--- config.mk ---
export PLATFORM = sky130hd
export DESIGN_NAME = command_handshake_sequencer_flat
export DESIGN_NICKNAME = d
export VERILOG_FILES = /design/src/hdl/chs_pkg.sv /design/src/hdl/chs_in_if.sv /design/src/hdl/chs_out_if.sv /design/src/hdl/chs_cfg_if.sv /design/src/hdl/chs_in_reg.sv /design/src/hdl/chs_step.sv /design/src/hdl/chs_out_seq.sv /design/src/hdl/command_handshake_sequencer.sv /design/src/flat_wrapper.sv
export VERILOG_INCLUDE_DIRS = /design/src /design/src/hdl
export SDC_FILE = /design/constraint.sdc
export NUM_CORES = 1
export LEC_CHECK = 0
export BUFFER_PORTS_ARGS = -buffer_cell sky130_fd_sc_hd__buf_4
export CAP_MARGIN = 10
export CORE_UTILIZATION = 50
export CTS_CLUSTER_SIZE = 14
export DETAILED_ROUTE_END_ITERATION = 16
export PLACE_DENSITY_LB_ADDON = 0.05
export SETUP_SLACK_MARGIN = 0.15
export SLEW_MARGIN = 20
export SYNTH_ARGS = -nofsm -noshare
export SYNTH_HDL_FRONTEND = slang
export SYNTH_SLANG_ARGS = --single-unit
--- constraint.sdc ---
create_clock -name clk -period 3.59 [get_ports clk]
set_clock_uncertainty 0.2 [all_clocks]
set_input_delay 0.359 -clock clk [delete_from_list [all_inputs] [get_ports clk]]
set_output_delay 0.359 -clock clk [all_outputs]
set_load 0.02 [all_outputs]
--- src/hdl/command_handshake_sequencer_defines.svh ---
// Assertion macros shared by the command handshake sequencer modules
`ifndef COMMAND_HANDSHAKE_SEQUENCER_DEFINES_SVH
`define COMMAND_HANDSHAKE_SEQUENCER_DEFINES_SVH

// Property sampled on clk, ignored while rst is high
`define CHS_ASSERT(label, prop, msg) \
  label: assert property (@(posedge clk) disable iff (rst) prop) else $error(msg);

// Same-cycle implication
`define CHS_ASSERT_IMPL(label, ante, cons, msg) \
  label: assert property (@(posedge clk) disable iff (rst) (ante) |-> (cons)) else $error(msg);

// Next-cycle implication
`define CHS_ASSERT_NEXT(label, ante, cons, msg) \
  label: assert property (@(posedge clk) disable iff (rst) (ante) |=> (cons)) else $error(msg);

`endif

--- src/hdl/chs_pkg.sv ---
// Types, codes and result builders for the command handshake sequencer
`timescale 1ns / 1ps
package chs_pkg;

  localparam logic [1:0] CMD_WRITE   = 2'd0;
  localparam logic [1:0] CMD_TRIGGER = 2'd1;
  localparam logic [1:0] CMD_TICK    = 2'd2;

  localparam logic [2:0] DIR_MARK   = 3'd0;
  localparam logic [2:0] DIR_PRESET = 3'd2;
  localparam logic [2:0] DIR_START  = 3'd3;
  localparam logic [2:0] DIR_STOP   = 3'd4;

  localparam logic [1:0] CAR_BUSY  = 2'd2;
  localparam logic [1:0] CAR_ERROR = 2'd3;

  localparam logic [1:0] SRC_INT = 2'd0;
  localparam logic [1:0] SRC_CAD = 2'd1;
  localparam logic [1:0] SRC_CAR = 2'd2;

  localparam logic [7:0] MSG_BLANK      = 8'd0;
  localparam logic [7:0] MSG_NOT_CONN   = 8'd1;
  localparam logic [7:0] MSG_CAD_NORESP = 8'd2;
  localparam logic [7:0] MSG_CAR_NORESP = 8'd3;
  localparam logic [7:0] MSG_TIMEOUT    = 8'd4;

  localparam logic [1:0] KIND_CAR  = 2'd0;
  localparam logic [1:0] KIND_DIR  = 2'd1;
  localparam logic [1:0] KIND_DONE = 2'd2;

  localparam logic [15:0] TIMEOUT_RESET = 16'd3;

  typedef enum logic [5:0] {
    PH_IDLE        = 6'b000001,
    PH_MARK_RESP   = 6'b000010,
    PH_PRESET_RESP = 6'b000100,
    PH_START_RESP  = 6'b001000,
    PH_STOP_RESP   = 6'b010000,
    PH_CAR_RESP    = 6'b100000
  } phase_t;

  typedef struct packed {
    logic [1:0]        command;
    logic [2:0]        directive;
    logic              link_connected;
    logic signed [15:0] cad_value;
    logic [7:0]        cad_message_code;
    logic [1:0]        car_value;
    logic [7:0]        car_message_code;
  } item_t;

  typedef struct packed {
    logic [1:0] kind;
    logic [2:0] dir;
    logic [1:0] car_state;
    logic [1:0] src;
    logic [7:0] code;
  } res_t;

  typedef struct packed {
    logic [1:0] state;
    logic [1:0] src;
    logic [7:0] code;
  } report_t;

  typedef struct packed {
    res_t [2:0] ent;
    logic [1:0] cnt;
  } bundle_t;

  function automatic res_t mk_car(report_t r);
    res_t x;
    x.kind      = KIND_CAR;
    x.dir       = DIR_MARK;
    x.car_state = r.state;
    x.src       = r.src;
    x.code      = r.code;
    return x;
  endfunction

  function automatic res_t mk_done(report_t r);
    res_t x;
    x           = mk_car(r);
    x.kind      = KIND_DONE;
    return x;
  endfunction

  function automatic res_t mk_dir(logic [2:0] d);
    res_t x;
    x.kind      = KIND_DIR;
    x.dir       = d;
    x.car_state = 2'd0;
    x.src       = SRC_INT;
    x.code      = MSG_BLANK;
    return x;
  endfunction

endpackage

--- src/hdl/chs_in_if.sv ---
// Input item channel
`timescale 1ns / 1ps
interface chs_in_if;
  logic              valid;
  logic              ready;
  logic [1:0]        command;
  logic [2:0]        directive;
  logic              link_connected;
  logic signed [15:0] cad_value;
  logic [7:0]        cad_message_code;
  logic [1:0]        car_value;
  logic [7:0]        car_message_code;

  modport source (output valid, command, directive, link_connected, cad_value,
                  cad_message_code, car_value, car_message_code, input ready);
  modport sink (input valid, command, directive, link_connected, cad_value,
                cad_message_code, car_value, car_message_code, output ready);
endinterface

--- src/hdl/chs_out_if.sv ---
// Result item channel
`timescale 1ns / 1ps
interface chs_out_if;
  logic       valid;
  logic       ready;
  logic [1:0] result_kind;
  logic [2:0] directive_out;
  logic [1:0] car_state_out;
  logic [1:0] message_source;
  logic [7:0] message_code;
  logic       last;

  modport source (output valid, result_kind, directive_out, car_state_out,
                  message_source, message_code, last, input ready);
  modport sink (input valid, result_kind, directive_out, car_state_out,
                message_source, message_code, last, output ready);
endinterface

--- src/hdl/chs_cfg_if.sv ---
// Configuration write channel for the watchdog length
`timescale 1ns / 1ps
interface chs_cfg_if;
  logic        valid;
  logic        ready;
  logic [15:0] data;

  modport source (output valid, data, input ready);
  modport sink (input valid, data, output ready);
endinterface

--- src/hdl/chs_in_reg.sv ---
// Input register stage
`timescale 1ns / 1ps
module chs_in_reg
  import chs_pkg::*;
(
  input  logic  clk,
  input  logic  rst,
  input  logic  in_valid,
  input  item_t in_item,
  output logic  in_ready,
  input  logic  advance,
  output logic  item_valid,
  output item_t item
);

  logic  valid_q;
  item_t item_q;

  assign in_ready   = !valid_q || advance;
  assign item_valid = valid_q;
  assign item       = item_q;

  always_ff @(posedge clk) begin
    if (rst) begin
      valid_q <= 1'b0;
    end else if (in_ready) begin
      valid_q <= in_valid;
    end
  end

  always_ff @(posedge clk) begin
    if (in_ready && in_valid) begin
      item_q <= in_item;
    end
  end

endmodule

--- src/hdl/chs_step.sv ---
// Sequencer state, watchdog and result generation for one item
`timescale 1ns / 1ps
`include "command_handshake_sequencer_defines.svh"
module chs_step
  import chs_pkg::*;
#(
  parameter int TIMER_BITS = 16
) (
  input  logic        clk,
  input  logic        rst,
  input  logic        cfg_wr,
  input  logic [15:0] cfg_data,
  input  logic        item_valid,
  input  item_t       item,
  input  logic        out_free,
  output logic        advance,
  output logic        load,
  output bundle_t     bundle
);

  logic [15:0]           timeout_ticks;
  phase_t                phase, phase_next;
  logic                  trig_used, trig_used_next;
  logic                  enabled, enabled_next;
  logic                  wd_run, wd_run_next;
  logic [TIMER_BITS-1:0] wd_cnt, wd_cnt_next;
  logic [2:0]            held_dir, held_dir_next;
  report_t               rep, rep_next;

  logic [TIMER_BITS+15:0] tmo_wide;
  logic [TIMER_BITS-1:0]  wd_load;
  report_t                r_new;

  assign tmo_wide = {{TIMER_BITS{1'b0}}, timeout_ticks};
  assign wd_load  = tmo_wide[TIMER_BITS-1:0];
  assign advance  = item_valid && out_free;
  assign load     = advance && (bundle.cnt != 2'd0);

  always_comb begin
    phase_next     = phase;
    trig_used_next = trig_used;
    enabled_next   = enabled;
    wd_run_next    = wd_run;
    wd_cnt_next    = wd_cnt;
    held_dir_next  = held_dir;
    rep_next       = rep;
    r_new          = rep;
    bundle         = '0;
    case (item.command)
      CMD_WRITE: begin
        held_dir_next  = item.directive;
        if (item.directive <= DIR_PRESET) begin
          enabled_next = 1'b0;
        end else if (item.directive <= DIR_STOP) begin
          enabled_next = 1'b1;
        end
        trig_used_next = 1'b0;
      end
      CMD_TRIGGER: begin
        if (enabled) begin
          if (phase == PH_IDLE) begin
            if (!trig_used) begin
              trig_used_next = 1'b1;
              r_new          = '{state: CAR_BUSY, src: SRC_INT, code: MSG_BLANK};
              bundle.ent[0]  = mk_car(r_new);
              if (!item.link_connected) begin
                r_new         = '{state: CAR_ERROR, src: SRC_INT, code: MSG_NOT_CONN};
                bundle.ent[1] = mk_car(r_new);
                bundle.ent[2] = mk_done(r_new);
                bundle.cnt    = 2'd3;
              end else begin
                bundle.ent[1] = mk_dir(DIR_MARK);
                bundle.cnt    = 2'd2;
                phase_next    = PH_MARK_RESP;
                wd_run_next   = 1'b1;
                wd_cnt_next   = wd_load;
              end
              rep_next = r_new;
            end
          end else if (trig_used) begin
            wd_run_next = 1'b0;
            case (phase)
              PH_MARK_RESP: begin
                if (held_dir == DIR_START) begin
                  bundle.ent[0] = mk_dir(DIR_START);
                  phase_next    = PH_PRESET_RESP;
                end else begin
                  bundle.ent[0] = mk_dir(DIR_STOP);
                  phase_next    = PH_STOP_RESP;
                end
                bundle.cnt  = 2'd1;
                wd_run_next = 1'b1;
                wd_cnt_next = wd_load;
              end
              PH_PRESET_RESP, PH_START_RESP, PH_STOP_RESP: begin
                if (item.cad_value[15]) begin
                  r_new         = '{state: CAR_ERROR, src: SRC_CAD,
                                    code: item.cad_message_code};
                  bundle.ent[0] = mk_car(r_new);
                  bundle.ent[1] = mk_done(r_new);
                  bundle.cnt    = 2'd2;
                  rep_next      = r_new;
                  phase_next    = PH_IDLE;
                end else begin
                  phase_next  = (phase == PH_PRESET_RESP) ? PH_START_RESP : PH_CAR_RESP;
                  wd_run_next = 1'b1;
                  wd_cnt_next = wd_load;
                end
              end
              default: begin
                if (item.car_value == CAR_BUSY) begin
                  r_new = '{state: CAR_BUSY, src: SRC_INT, code: MSG_BLANK};
                end else begin
                  r_new = '{state: item.car_value, src: SRC_CAR,
                            code: item.car_message_code};
                end
                bundle.ent[0] = mk_car(r_new);
                bundle.ent[1] = mk_done(r_new);
                bundle.cnt    = 2'd2;
                rep_next      = r_new;
                phase_next    = PH_IDLE;
              end
            endcase
          end
        end
      end
      CMD_TICK: begin
        if (wd_run) begin
          if (wd_cnt > TIMER_BITS'(1)) begin
            wd_cnt_next = wd_cnt - TIMER_BITS'(1);
          end else begin
            wd_cnt_next = '0;
            wd_run_next = 1'b0;
            case (phase)
              PH_MARK_RESP, PH_PRESET_RESP, PH_START_RESP, PH_STOP_RESP: begin
                r_new = '{state: CAR_ERROR, src: SRC_INT, code: MSG_CAD_NORESP};
              end
              PH_CAR_RESP: begin
                r_new = '{state: CAR_ERROR, src: SRC_INT, code: MSG_CAR_NORESP};
              end
              default: begin
                r_new = '{state: CAR_ERROR, src: SRC_INT, code: MSG_TIMEOUT};
              end
            endcase
            bundle.ent[0] = mk_car(r_new);
            bundle.ent[1] = mk_done(r_new);
            bundle.cnt    = 2'd2;
            rep_next      = r_new;
            phase_next    = PH_IDLE;
          end
        end
      end
      default: begin
      end
    endcase
  end

  always_ff @(posedge clk) begin
    if (rst) begin
      timeout_ticks <= TIMEOUT_RESET;
      phase         <= PH_IDLE;
      trig_used     <= 1'b1;
      enabled       <= 1'b0;
      wd_run        <= 1'b0;
      wd_cnt        <= '0;
      held_dir      <= DIR_MARK;
      rep           <= '{state: 2'd0, src: SRC_INT, code: MSG_BLANK};
    end else begin
      if (cfg_wr) begin
        timeout_ticks <= cfg_data;
      end
      if (advance) begin
        phase     <= phase_next;
        trig_used <= trig_used_next;
        enabled   <= enabled_next;
        wd_run    <= wd_run_next;
        wd_cnt    <= wd_cnt_next;
        held_dir  <= held_dir_next;
        rep       <= rep_next;
      end
    end
  end

  `CHS_ASSERT_IMPL(a_wd_not_idle, wd_run, phase != PH_IDLE, "watchdog running while idle")
  `CHS_ASSERT_NEXT(a_disabled_idle, (phase == PH_IDLE) && !enabled, phase == PH_IDLE, "left idle while disabled")

endmodule

--- src/hdl/chs_out_seq.sv ---
// Result register: emits the beats of one item's results, one per cycle while out_ready is high
`timescale 1ns / 1ps
`include "command_handshake_sequencer_defines.svh"
module chs_out_seq
  import chs_pkg::*;
(
  input  logic    clk,
  input  logic    rst,
  input  logic    load,
  input  bundle_t bundle,
  output logic    out_free,
  output logic    out_valid,
  input  logic    out_ready,
  output res_t    out_res,
  output logic    out_last
);

  logic    valid_q;
  bundle_t bundle_q;
  logic [1:0] idx;
  logic    take;

  assign out_valid = valid_q;
  assign out_last  = (idx == (bundle_q.cnt - 2'd1));
  assign take      = valid_q && out_ready;
  assign out_free  = !valid_q || (take && out_last);

  always_comb begin
    case (idx)
      2'd1:    out_res = bundle_q.ent[1];
      2'd2:    out_res = bundle_q.ent[2];
      default: out_res = bundle_q.ent[0];
    endcase
  end

  always_ff @(posedge clk) begin
    if (rst) begin
      valid_q <= 1'b0;
      idx     <= 2'd0;
    end else if (load) begin
      valid_q <= 1'b1;
      idx     <= 2'd0;
    end else if (take && out_last) begin
      valid_q <= 1'b0;
      idx     <= 2'd0;
    end else if (take) begin
      idx <= idx + 2'd1;
    end
  end

  always_ff @(posedge clk) begin
    if (load) begin
      bundle_q <= bundle;
    end
  end

  `CHS_ASSERT_IMPL(a_idx_range, valid_q, (idx < bundle_q.cnt) && (bundle_q.cnt != 2'd0), "beat index out of range")
  `CHS_ASSERT_IMPL(a_load_free, load, out_free, "result register overwritten")
  `CHS_ASSERT_NEXT(a_load_idx, load, valid_q && (idx == 2'd0), "load did not restart beat index")

endmodule

--- src/hdl/command_handshake_sequencer.sv ---
// The first result beat passes the input register, then the result register, which
// holds items back while busy. Throughput: one input item per cycle while the result
// register is free; an item with n results (up to 3) holds it until its n beats are taken.
// Reset (rst, synchronous): idle, disabled, watchdog stopped, timeout 3 ticks.
// Configuration writes are always taken (ready held high).
`timescale 1ns / 1ps
module command_handshake_sequencer
  import chs_pkg::*;
#(
  parameter int TIMER_BITS = 16
) (
  input logic   clk,
  input logic   rst,
  chs_in_if.sink    item,
  chs_out_if.source result,
  chs_cfg_if.sink   cfg
);

  item_t   in_item;
  item_t   item_r;
  logic    item_valid;
  logic    advance;
  logic    load;
  logic    out_free;
  bundle_t bundle;
  res_t    out_res;

  assign in_item = '{command: item.command, directive: item.directive,
                     link_connected: item.link_connected, cad_value: item.cad_value,
                     cad_message_code: item.cad_message_code, car_value: item.car_value,
                     car_message_code: item.car_message_code};

  assign cfg.ready = 1'b1;

  chs_in_reg u_in_reg (
    .clk        (clk),
    .rst        (rst),
    .in_valid   (item.valid),
    .in_item    (in_item),
    .in_ready   (item.ready),
    .advance    (advance),
    .item_valid (item_valid),
    .item       (item_r)
  );

  chs_step #(
    .TIMER_BITS (TIMER_BITS)
  ) u_step (
    .clk        (clk),
    .rst        (rst),
    .cfg_wr     (cfg.valid),
    .cfg_data   (cfg.data),
    .item_valid (item_valid),
    .item       (item_r),
    .out_free   (out_free),
    .advance    (advance),
    .load       (load),
    .bundle     (bundle)
  );

  chs_out_seq u_out_seq (
    .clk       (clk),
    .rst       (rst),
    .load      (load),
    .bundle    (bundle),
    .out_free  (out_free),
    .out_valid (result.valid),
    .out_ready (result.ready),
    .out_res   (out_res),
    .out_last  (result.last)
  );

  assign result.result_kind    = out_res.kind;
  assign result.directive_out  = out_res.dir;
  assign result.car_state_out  = out_res.car_state;
  assign result.message_source = out_res.src;
  assign result.message_code   = out_res.code;

endmodule

--- src/flat_wrapper.sv ---
// flat-port wrapper written by rule: the top's interface ports become plain ports
module command_handshake_sequencer_flat import chs_pkg::*;
#(
  parameter int TIMER_BITS = 16
)
  (clk, rst, item_valid, item_command, item_directive, item_link_connected, item_cad_value, item_cad_message_code, item_car_value, item_car_message_code, item_ready, result_valid, result_result_kind, result_directive_out, result_car_state_out, result_message_source, result_message_code, result_last, result_ready, cfg_valid, cfg_data, cfg_ready);
  chs_in_if item_i ();
  chs_out_if result_i ();
  chs_cfg_if cfg_i ();
  input logic clk;
  input logic rst;
  input wire logic [$bits(item_i.valid)-1:0] item_valid;
  input wire logic [$bits(item_i.command)-1:0] item_command;
  input wire logic [$bits(item_i.directive)-1:0] item_directive;
  input wire logic [$bits(item_i.link_connected)-1:0] item_link_connected;
  input wire logic [$bits(item_i.cad_value)-1:0] item_cad_value;
  input wire logic [$bits(item_i.cad_message_code)-1:0] item_cad_message_code;
  input wire logic [$bits(item_i.car_value)-1:0] item_car_value;
  input wire logic [$bits(item_i.car_message_code)-1:0] item_car_message_code;
  output wire logic [$bits(item_i.ready)-1:0] item_ready;
  output wire logic [$bits(result_i.valid)-1:0] result_valid;
  output wire logic [$bits(result_i.result_kind)-1:0] result_result_kind;
  output wire logic [$bits(result_i.directive_out)-1:0] result_directive_out;
  output wire logic [$bits(result_i.car_state_out)-1:0] result_car_state_out;
  output wire logic [$bits(result_i.message_source)-1:0] result_message_source;
  output wire logic [$bits(result_i.message_code)-1:0] result_message_code;
  output wire logic [$bits(result_i.last)-1:0] result_last;
  input wire logic [$bits(result_i.ready)-1:0] result_ready;
  input wire logic [$bits(cfg_i.valid)-1:0] cfg_valid;
  input wire logic [$bits(cfg_i.data)-1:0] cfg_data;
  output wire logic [$bits(cfg_i.ready)-1:0] cfg_ready;
  assign item_i.valid = item_valid;
  assign item_i.command = item_command;
  assign item_i.directive = item_directive;
  assign item_i.link_connected = item_link_connected;
  assign item_i.cad_value = item_cad_value;
  assign item_i.cad_message_code = item_cad_message_code;
  assign item_i.car_value = item_car_value;
  assign item_i.car_message_code = item_car_message_code;
  assign item_ready = item_i.ready;
  assign result_valid = result_i.valid;
  assign result_result_kind = result_i.result_kind;
  assign result_directive_out = result_i.directive_out;
  assign result_car_state_out = result_i.car_state_out;
  assign result_message_source = result_i.message_source;
  assign result_message_code = result_i.message_code;
  assign result_last = result_i.last;
  assign result_i.ready = result_ready;
  assign cfg_i.valid = cfg_valid;
  assign cfg_i.data = cfg_data;
  assign cfg_ready = cfg_i.ready;
  command_handshake_sequencer #(.TIMER_BITS(TIMER_BITS)) u_core (.clk(clk), .rst(rst), .item(item_i), .result(result_i), .cfg(cfg_i));
endmodule
# Word-level counts from Yosys, hierarchy flattened
# Index checks and enable logic that the tools add are counted.
totals:
  reg_bits: 141
  input_bits: 61
  output_inout_bits: 21
  word_cells: 145
op_classes:
  n_addsub: 3
  order_cmp: 3
  n_eq_ne: 22
  n_mux: 56
  n_bitwise: 3
  n_reduce_logical: 25
op_table:
  columns: ["cell", "count"]
  rows:
  - ["$mux 36", 6]
  - ["$mux 16", 9]
  - ["$pmux 36 s2", 1]
  - ["$pmux 17 s2", 2]
  - ["$pmux 16 s2", 2]
  - ["$mux 6", 9]
  - ["$mux 53", 1]
  - ["$pmux 19 s2", 1]
  - ["$pmux 6 s2", 2]
  - ["$mux 17", 1]
  - ["$gt 16x1->1 const B", 1]
  - ["$sub 16x1->16 const B", 1]
  - ["$mux 1", 15]
  - ["$mux 15", 1]
  - ["$mux 12", 1]
  - ["$reduce_bool 2->1", 5]
  - ["$reduce_and 9->1", 1]
  - ["$ne 2x2->1 const B", 4]
  - ["$reduce_and 8->1", 1]
  - ["$reduce_or 4->1", 2]
  - ["$eq 2x2->1 const B", 3]
  - ["$eq 6x1->1 const B", 1]
  - ["$eq 6x2->1 const B", 1]
  - ["$eq 6x3->1 const B", 1]
  - ["27 further kinds", 40]

# Depth between registers and ports, before layout
depth:
  word_depth: 10
  ltp_mapped: 10
  ltp_nobuf: 8

# Hierarchy
# A second synthesis with hierarchy kept.
unflattened:
  hier_cells: 592
  hier_area_um2: 6658.9
by_module_without_submodules:
  columns: ["module", "n_inst", "cells_per_inst", "area_per_inst_um2", "seq_area_each_um2"]
  rows:
  - ["chs_step", 1, 410, 3263.1, 880.8]
  - ["chs_out_seq", 1, 135, 2128.3, 1651.6]
  - ["chs_in_reg", 1, 45, 1256.2, 1221.2]
  - ["command_handshake_sequencer", 1, 2, 11.3, 0.0]

# Worst setup path after synthesis
# Ideal clock, no wire load.
synth_timing:
  kind: "flip-flop to flip-flop"
  from: "register u_core.u_step.wd_cnt[8]"
  to: "register u_core.u_out_seq.bundle_q[0] in the netlist's numbering, enable pin"
  t_arrival_ps: 2969
  required_ps: 2974
  setup_slack_ps: 5
  path_stages_with_launch: 6
  period_less_slack_ps: 3585
  path_cell_list: "dfxtp_1 > or4_1 > nor4b_4 > and4_1 > a31oi_1 > a21oi_1"
synth_via:
  elab_chain_len: 6
synth_rtl:
  columns: ["item", "line_no", "source"]
  rows:
  - ["start, declared", "chs_step.sv:26", "logic [TIMER_BITS-1:0] wd_cnt, wd_cnt_next;"]
  - ["start signal, assigned", "chs_step.sv:177", "wd_cnt <= wd_cnt_next;"]
  - ["$gt 16x1->1", "chs_step.sv:129", "if (wd_cnt > TIMER_BITS'(1)) begin"]
  - ["$mux 36", "chs_step.sv:129", null]
  - ["$mux 36", "chs_step.sv:128", "if (wd_run) begin"]
  - ["$pmux 36 s2", "chs_step.sv:49", "case (item.command)"]
  - ["$reduce_bool 2->1", "chs_step.sv:37", "assign load = advance && (bundle.cnt != 2'd0);"]
  - ["$logic_and 1x1->1", "chs_step.sv:37", null]
  - ["via u_core.load", "command_handshake_sequencer.sv:23", "logic load;"]
  - ["end signal, assigned", "chs_out_seq.sv:53", "bundle_q <= bundle;"]
  - ["end, declared", "chs_out_seq.sv:19", "bundle_t bundle_q;"]
# The timed path passes the listed nets, and every way through them passes these cells.
# A chain may end at the register's enable or synchronous reset.

# Worst setup path after layout
layout_timing:
  from: "register u_core.u_step.phase[5]"
  to: "register u_core.u_step.wd_cnt[11]"
layout_via:
  elab_chain_len: 7
  elab_cells_between_ends: 16
layout_rtl:
  columns: ["item", "line_no", "source"]
  rows:
  - ["start, declared", "chs_step.sv:22", "phase_t phase, phase_next;"]
  - ["start signal, assigned", "chs_step.sv:173", "phase <= phase_next;"]
  - ["$eq 6x3->1, or another cell as far along", "chs_step.sv:82", "case (phase)"]
  - ["$reduce_or 3->1", null, null]
  - ["$pmux 16 s2", "chs_step.sv:82", null]
  - ["$mux 16", "chs_step.sv:80", "end else if (trig_used) begin"]
  - ["$mux 16", "chs_step.sv:61", "if (phase == PH_IDLE) begin"]
  - ["$mux 16", "chs_step.sv:60", "if (enabled) begin"]
  - ["$pmux 16 s2", "chs_step.sv:49", null]
# Parallel ways exist; a longest one is shown, timed or not. The select of a mux whose other input is x is not followed.

==> results.md <==
* Worst setup EP type: flip-flop
* Kind of critical path: flip-flop to flip-flop
* Actual slew at the worst max-slew pin at 0.8668 ns
* Proportion of synthesized area in mux cells at 0.04325
* RSZ-0062 raised after global routing: no
* CTS max path bufs at 2
* Post-Synth Adder-Cell Area at 0.01892
* Clock transition at the registers of the reported paths at 0.10 ns
* Die area at 9645 sq um
* # H-tree levels at 3
* Relative slew slack at 0.4168
* Cells after DPL at 612
* Mapped Cells at between 400 and 500
* FF-to-FF setup slack at between 0.5 and 0.6 ns
* P_leak at 2.281 nW
* Post-synth top flop: edfxtp_1
* Reg2reg path depth at 6
* Worst reg2reg startpoint: u_core.u_step.phase[5]
* Slew Limit Fails at 0
* Post-synth ARST share at 0
* TritonCTS clock tree: yes
* Cell variety after synth at 63
* Syn nets at 519
* Post-synth EDFFs at 48
* Combinational family with the most area after synthesis: simple AND/OR/NAND/NOR gates
* Global-route wire length before repair at 16.51 mm
* Initial DRC Count at 205
* HP Class: input port to flip-flop
* Final min period at 3.057 ns
* Wirelength per Cell at 15.32 um
* Layout cells sized above 1 at 0.2037
* Total global routing track utilization at 0.2178
* Pre-antenna DRT Iters at 7
* Die height at 98.21 um
* Antenna cells at 0
* Crit start category: flip-flop
* FF-to-FF End: u_core.u_step.wd_cnt[11]
* HP Start: cfg_data[0]
* Compound-cell area share of the yosys netlist at 0.1706
* Worst hold path endpoint: u_core.u_step.timeout_ticks[0]
* Initial core utilization at 0.5230
* Hold path cells at 3
* Synth Area in Simple Gates at 0.1917
* Commonest non-fill, non-tap cells in the layout: buf_4, edfxtp_1, dfxtp_1, nor2_1, nand2_1
* Number of global-route vias before repair at 3399
* Rows at 34
* Max-cap violation count at 0
* Initial antenna violation count at 0
* Commonest non-fill, non-tap cell in the layout: buf_4
* PD cells at 385.2 nW/um^2
* Area growth syn-to-layout at 22.28%
* # fillers at 753
* CTS sink cnt at between 90 and 100
* Post-Synth XOR/XNOR Area at 0.01892
* Sequential fraction of the synthesis area at 0.5191
* Cell area after synthesis at 4628 sq um
* Worst-Skew Late Latency at around 0.36 ns
* Worst VDD drop at 0.2456 mV
* Synth top area share at 0.3114
* CP max FO at 31
* CTS buffer count at 9
* Leading area contributor after synthesis: edfxtp_1
* Core Footprint at 8848 sq um
* Total Routed Length at 10.00 mm
* Total gr overflow at 0
* Design Power at approximately 0.0022 W
* Status: finished, final reports clean
* Vias post-DR at 3672
* Seq cells post-synth at 96
* Fin crit share at 0.8514
* Non-filler cells, final at between 600 and 700
* HPWL Detailed at 6.667 mm
* Pin count of the biggest net entering global routing at between 40 and 50
* Post-DR vias/cell at approximately 5.6
* Critical path arrival at 3.16 ns
* Post-synthesis average cell area at 10.26 sq um
* Post-DRT Antenna Nets at 0
* Post-route setup TNS at 0 ns
* Crit path required time at between 3 and 4 ns
* DIE WIDTH at 98.21 um
* Yosys warns at 0
* GPL Wtd Cong at 0.8204
* IO Pins at 82
* Final net count at 608
* CTS root buf: clkbuf_8
* Setup-failing EPs final at 0
* Peak Freq at 0.3272 GHz
* Hold Vio Cnt, Final at 0
* Port bufs at 65
* Remaining DRCs at 0
* Setup Fix Bufs, Post-CTS at 0
* Top post-synthesis cells by area: edfxtp_1, dfxtp_1, mux2i_1
[how the worst max path moves through the flow]
stage	start	endpoint	slack (ns)
after detailed placement	u_core.u_step.phase[5]	u_core.u_step.wd_cnt[11]	0.56
after global placement	u_core.u_step.phase[5]	u_core.u_step.wd_cnt[11]	0.67
after CTS	u_core.u_step.phase[5]	u_core.u_step.wd_cnt[11]	0.54
after floorplan	u_core.u_out_seq.idx[1]	u_core.u_in_reg.item[0]	0.23
after global routing	u_core.u_step.phase[5]	u_core.u_step.wd_cnt[11]	0.22
final	u_core.u_step.phase[5]	u_core.u_step.wd_cnt[11]	0.53
[final cells by class]
class / instances / area, sq um / area share
timing repair buffer: 101 / 820.8 / 0.1450
clock buffer: 10 / 127.6 / 0.02255
inverter: 14 / 52.55 / 0.009286
clock inverter: 6 / 57.56 / 0.01017
multi-input combinational: 318 / 2063 / 0.3646
sequential: 96 / 2402 / 0.4245
tap: 108 / 135.1 / 0.02388
[sequential cells by signal, summed over array words and instances, names as in the netlist]
signal	cells
u_core.u_in_reg.item	25
u_core.u_step.trig_used	1
u_core.u_out_seq.idx	2
u_core.u_step.wd_cnt	16
u_core.u_step.wd_run	1
u_core.u_step.phase	6
u_core.u_in_reg.item_valid	1
u_core.u_out_seq.out_valid	1
u_core.u_step.enabled	1
u_core.u_step.held_dir	3
u_core.u_out_seq.bundle_q	23
u_core.u_step.timeout_ticks	16
[metal layers]
metal,routed length (um),track usage,vias up,share of wire
li1,-,-,1856,-
met1,4876,0.3112,1707,0.49
met2,4503,0.3310,101,0.45
met3,506,0.04724,8,0.051
met4,114,0.06774,0,0.011
met5,0,0,-,0
[cells in the mapped netlist (all sizes together) (7+ instances only)]
master and count:
dfxtp 48, edfxtp 48, nor2 47, nand2 37
mux2i 20, a21oi 18, clkbuf 17, o21ai 17
nor3 16, nor2b 14, inv 13, nand3 11
a31o 9, o211ai 9, o31ai 9, xor2 8
ha 7
[repair_timing]
item / in CTS / in global routing
hold endpoints to repair: 25 / 0
hold buffers: 25 / 0
resized for setup: 0 / 0
[stage by stage]
stage	hold WS, ns	utilization	setup WS (ns)	cell area, sq um
after floorplan	0.2364	-	0.2285	4632
after global placement	0.2456	0.5904	0.6715	5224
after detailed placement	0.2548	0.5904	0.5641	5224
after CTS	0.01081	0.6396	0.5419	5659
after global routing	0.01726	0.6396	0.2200	5659
final	0.01499	0.6396	0.5334	5659
[critical path, stage by stage (launching register included)]
cell	delay, ns
dfxtp_1	0.42
nor4_1	0.53
o211ai_1	0.31
and4_1	0.30
or4_4	0.67
a2111oi_0	0.40
a31o_1	0.15
[cell families after synthesis]
| family | Yosys count |
|---|---|
| muxes | 20 |
| adders and majority gates | 7 |
| xor gates and xnor gates | 10 |
| and+or+nand+nor | 170 |
| buffers and inverters | 37 |
| DFF | 96 |
| other | 1 |
| AOI/OAI and AO/OA | 110 |
[power breakdown]
part | switching (W) | internal (W)
registers | 0.0000259 | 0.00119
clock network | 0.000404 | 0.000271
logic | 0.000155 | 0.000134
total | 0.000585 | 0.00159
No activity file was read; power rests on OpenSTA's default activity.
